===== src/design/tea_pkg.sv =====
// Shared types, constants and the round mixing function for the TEA decryption block.
// No dependencies; used by every other file of the block.
`default_nettype none

package tea_pkg;

	localparam logic [31:0] TEA_DELTA  = 32'h9E37_79B9;
	localparam logic [31:0] TEA_START  = 32'hC6EF_3720;
	localparam int unsigned TEA_ROUNDS = 32;

	// key register reset seeds
	localparam logic [31:0] KEY0_RST = 32'h09F4_FBBD;
	localparam logic [31:0] KEY1_RST = 32'h9681_884A;
	localparam logic [31:0] KEY2_RST = 32'h3520_27E9;
	localparam logic [31:0] KEY3_RST = 32'hF3DE_E5A7;

	localparam int unsigned IDX_W = 2;

	typedef enum logic [IDX_W-1:0] {
		IDX_KEY0 = 2'd0,
		IDX_KEY1 = 2'd1,
		IDX_KEY2 = 2'd2,
		IDX_KEY3 = 2'd3
	} key_idx_t;

	typedef struct packed {
		logic [31:0] k0;
		logic [31:0] k1;
		logic [31:0] k2;
		logic [31:0] k3;
	} key_t;

	typedef struct packed {
		logic skid_full;
	} skid_status_t;

	function automatic logic [31:0] tea_mix(input logic [31:0] w, input logic [31:0] acc,
			input logic [31:0] kl, input logic [31:0] kr);
		tea_mix = ((w << 4) + kl) ^ (w + acc) ^ ((w >> 5) + kr);
	endfunction

endpackage

`default_nettype wire


===== src/design/tea_out_skid.sv =====
// Output register with a one-entry skid buffer behind the round pipeline.
// Depends on tea_pkg (skid_status_t).
`default_nettype none

module tea_out_skid (
	input  wire logic                 clk,
	input  wire logic                 arst_n,
	input  wire logic                 pipe_valid,
	input  wire logic [31:0]          pipe_first,
	input  wire logic [31:0]          pipe_second,
	input  wire logic                 out_ready,
	output logic                      out_valid,
	output logic [31:0]               plain_first,
	output logic [31:0]               plain_second,
	output tea_pkg::skid_status_t     status
);

	logic        out_valid_q, skid_valid_q, load_out;
	logic [31:0] out_first_q, out_second_q, skid_first_q, skid_second_q;

	assign load_out = !out_valid_q || out_ready;

	// while the skid holds a transaction the pipeline is frozen and pipe_* is not consumed
	always_ff @(posedge clk or negedge arst_n) begin
		if (!arst_n) begin
			out_valid_q  <= 1'b0;
			skid_valid_q <= 1'b0;
		end else if (load_out) begin
			out_valid_q  <= skid_valid_q ? 1'b1 : pipe_valid;
			skid_valid_q <= 1'b0;
		end else if (!skid_valid_q && pipe_valid) begin
			skid_valid_q <= 1'b1;
		end
	end

	always_ff @(posedge clk) begin
		if (load_out) begin
			out_first_q  <= skid_valid_q ? skid_first_q  : pipe_first;
			out_second_q <= skid_valid_q ? skid_second_q : pipe_second;
		end else if (!skid_valid_q && pipe_valid) begin
			skid_first_q  <= pipe_first;
			skid_second_q <= pipe_second;
		end
	end

	assign out_valid        = out_valid_q;
	assign plain_first      = out_first_q;
	assign plain_second     = out_second_q;
	assign status.skid_full = skid_valid_q;

endmodule

`default_nettype wire

===== config.mk =====
export PLATFORM = sky130hd
export DESIGN_NAME = tea_out_skid
export DESIGN_NICKNAME = d
export VERILOG_FILES = /design/src/design/tea_pkg.sv /design/src/design/tea_out_skid.sv
export SDC_FILE = /design/constraint.sdc
export NUM_CORES = 1
export LEC_CHECK = 0
export BUFFER_PORTS_ARGS = -buffer_cell sky130_fd_sc_hd__buf_2
export CAP_MARGIN = 20
export CELL_PAD_IN_SITES_DETAIL_PLACEMENT = 0
export CELL_PAD_IN_SITES_GLOBAL_PLACEMENT = 1
export CORE_MARGIN = 1
export CORE_UTILIZATION = 47
export DETAILED_ROUTE_END_ITERATION = 8
export HOLD_SLACK_MARGIN = 0.08
export PLACE_DENSITY_LB_ADDON = 0.1
export SYNTH_ARGS = -nofsm -noshare
export SYNTH_HDL_FRONTEND = slang
export SYNTH_SLANG_ARGS = --single-unit

===== constraint.sdc =====
create_clock -name clk -period 14.82 [get_ports clk]
set_input_delay 2.964 -clock clk [delete_from_list [all_inputs] [get_ports clk]]
set_output_delay 2.964 -clock clk [all_outputs]
set_load 0.01 [all_outputs]

==> metrics.txt <==
status complete, no violations; layout cells sized above 1 63.4%; Final Power 931 uW; most frequent cells in the layout buf_2, edfxtp_1, mux2_4, mux2_2, clkbuf_16; Yosys cell types 10; Worst Setup End Kind output pin; final setup fails 0; later-pin clock latency in the skew report 500 ps; # diodes 0; Non-Filler Instances 499; Avg Cell Area, Syn 23.5 um2; Slew Limit Fails 0; mapped cell area 0.00485 mm2; largest net degree at the start of global routing 68; Worst Tran Pin Value 1110 ps; Fin. Hold Viols 0; Cells after Synth 206; Starting Density 49.2%; grt ovf 0; Site Rows 36; max-cap violations 0; Via density 4.74; min Tclk post-route 4920 ps; initial antenna violation count 0; Placed Cells 467; crit-path cells buf_2; f_max 203 MHz; CP delay by family, top flip-flops; Crit-path slowest cell dfrtp_4; Chip Height 104 um; RSZ-0062 raised after global routing no; PnR worst setup slack 9900 ps; CTS tree built; detailed placement HPWL 4770 um; Area Overhead vs Synth 28.7%; met3 global-route usage 6.36%; iteration-0 DRC count of the detailed router 57; Max VDD drop 77.3 uV; DRT Pass-1 Iters 4; drc violations 0; Final Wtd Congestion 0.666; CTS Buf Count 17; ANT nets after route 0; Critical Path RT 11860 ps; most common cell after layout, fill and taps aside buf_2; critical-path maximum fanout 67; Leak Pwr 2.47 nW; vias in the first global route 2318; CTS max path bufs 2; Worst Path Class, Setup reg2out; global-route met1 utilization 19.5%; DR vias 2363; H-tree depth 4; Final nets 421; post-DR wirelength/cell 15.2 um; Core ar. 0.00986 mm2; die area 0.0107 mm2; hold_buf cts 0; num ports 134; Total GRT Usage 14.9%; top cell type's share of synthesized area 79.3%; CP bufs+invs 1; Die Span X 104 um; Worst-path clk slew 60 ps; Root Driver clkbuf_8; setup TNS 0 ps; Area contributors post-synth edfxtp_1, mux2_4, mux2_2, buf_6, dfrtp_1; max incr delay on CP 1160 ps; synth warn 0; Post-CTS Setup Bufs 0; first-pass GRT wire length 11900 um; Buffers on Ports 133; Seq cells post-synth 130; HP Class reg2reg; leading area contributor after synthesis edfxtp_1; pre-CTS WS 9600 ps; fin crit share 33.2%; slew margin rel. 26.1%; Fin Clk Skew 6.69 ps; pwr/cell area 149 mW/mm2; GR Util met2 21.8%; WP data arrival 1950 ps; Top Usage Layer GRT met2; register area share after synthesis 80.3%; Num Clock Sinks 130; Synth Net Count 274; Detailed Route WL 7600 um; element type at the critical path start flop; post-CTS sizing 0
[routing by layer]
layer,vias to the layer above,wire (um)
li1,1120,-
met1,1149,3430
met2,88,3520
met3,6,559
met4,0,84
met5,-,0
[where the power goes]
part           internal, mW  switching (mW)  leakage [nW]
Sequential            0.436          0.0130          1.25
Clock                 0.259           0.152         0.284
Combinational        0.0390          0.0326         0.931
Total                 0.733           0.198          2.47
[logic make-up after synthesis]
logic type	Yosys count	synth area share [%]
buffers and inverters	7	1.37
flip-flops	130	80.3
multiplexers	64	17.8
AND/OR/NAND/NOR	5	0.516
[metrics by stage]
step	utilization, %	instance area, um2	hold slack, ps
finish	63.3	6240	542
floorplan	-	4850	523
global route	63.3	6240	557
CTS	63.3	6240	546
global placement	57.2	5650	529
detailed placement	57.2	5650	532
[cell usage after synthesis]
cell      instances
nand2b_1          1
nand2_1           1
mux2_4           38
nor2_1            2
buf_2             2
mux2_2           26
edfxtp_1        128
dfrtp_1           2
nor3b_1           1
buf_6             5
[area by class of cell]
type	count	area (um2)
tap	133	166
clock inverter	14	179
sequential	130	3900
clock buffer	18	418
fill	724	3620
multi-input combinational	69	901
timing repair buffer	135	681
[sequential cells by signal, summed over array words and instances, names as in the netlist]
register / count
status: 1
skid_second_q: 32
plain_second: 32
plain_first: 32
skid_first_q: 32
out_valid: 1
[final timing paths]
| check | slack, ps | startpoint | to | cells past startpoint |
|---|---|---|---|---|
| hold / removal | 540 | skid_second_q[5] | plain_second[5] | 1 |
| min in group asynchronous | 2240 | arst_n | out_valid | 1 |
| max in group asynchronous | 12480 | arst_n | status | 1 |
| setup / recovery | 9900 | status | status | 1 |
| setup reg to reg | 12410 | out_valid | skid_second_q[17] | 3 |
| hold reg to reg | 540 | skid_second_q[5] | plain_second[5] | 1 |
Power figures use the tool's default switching activity.
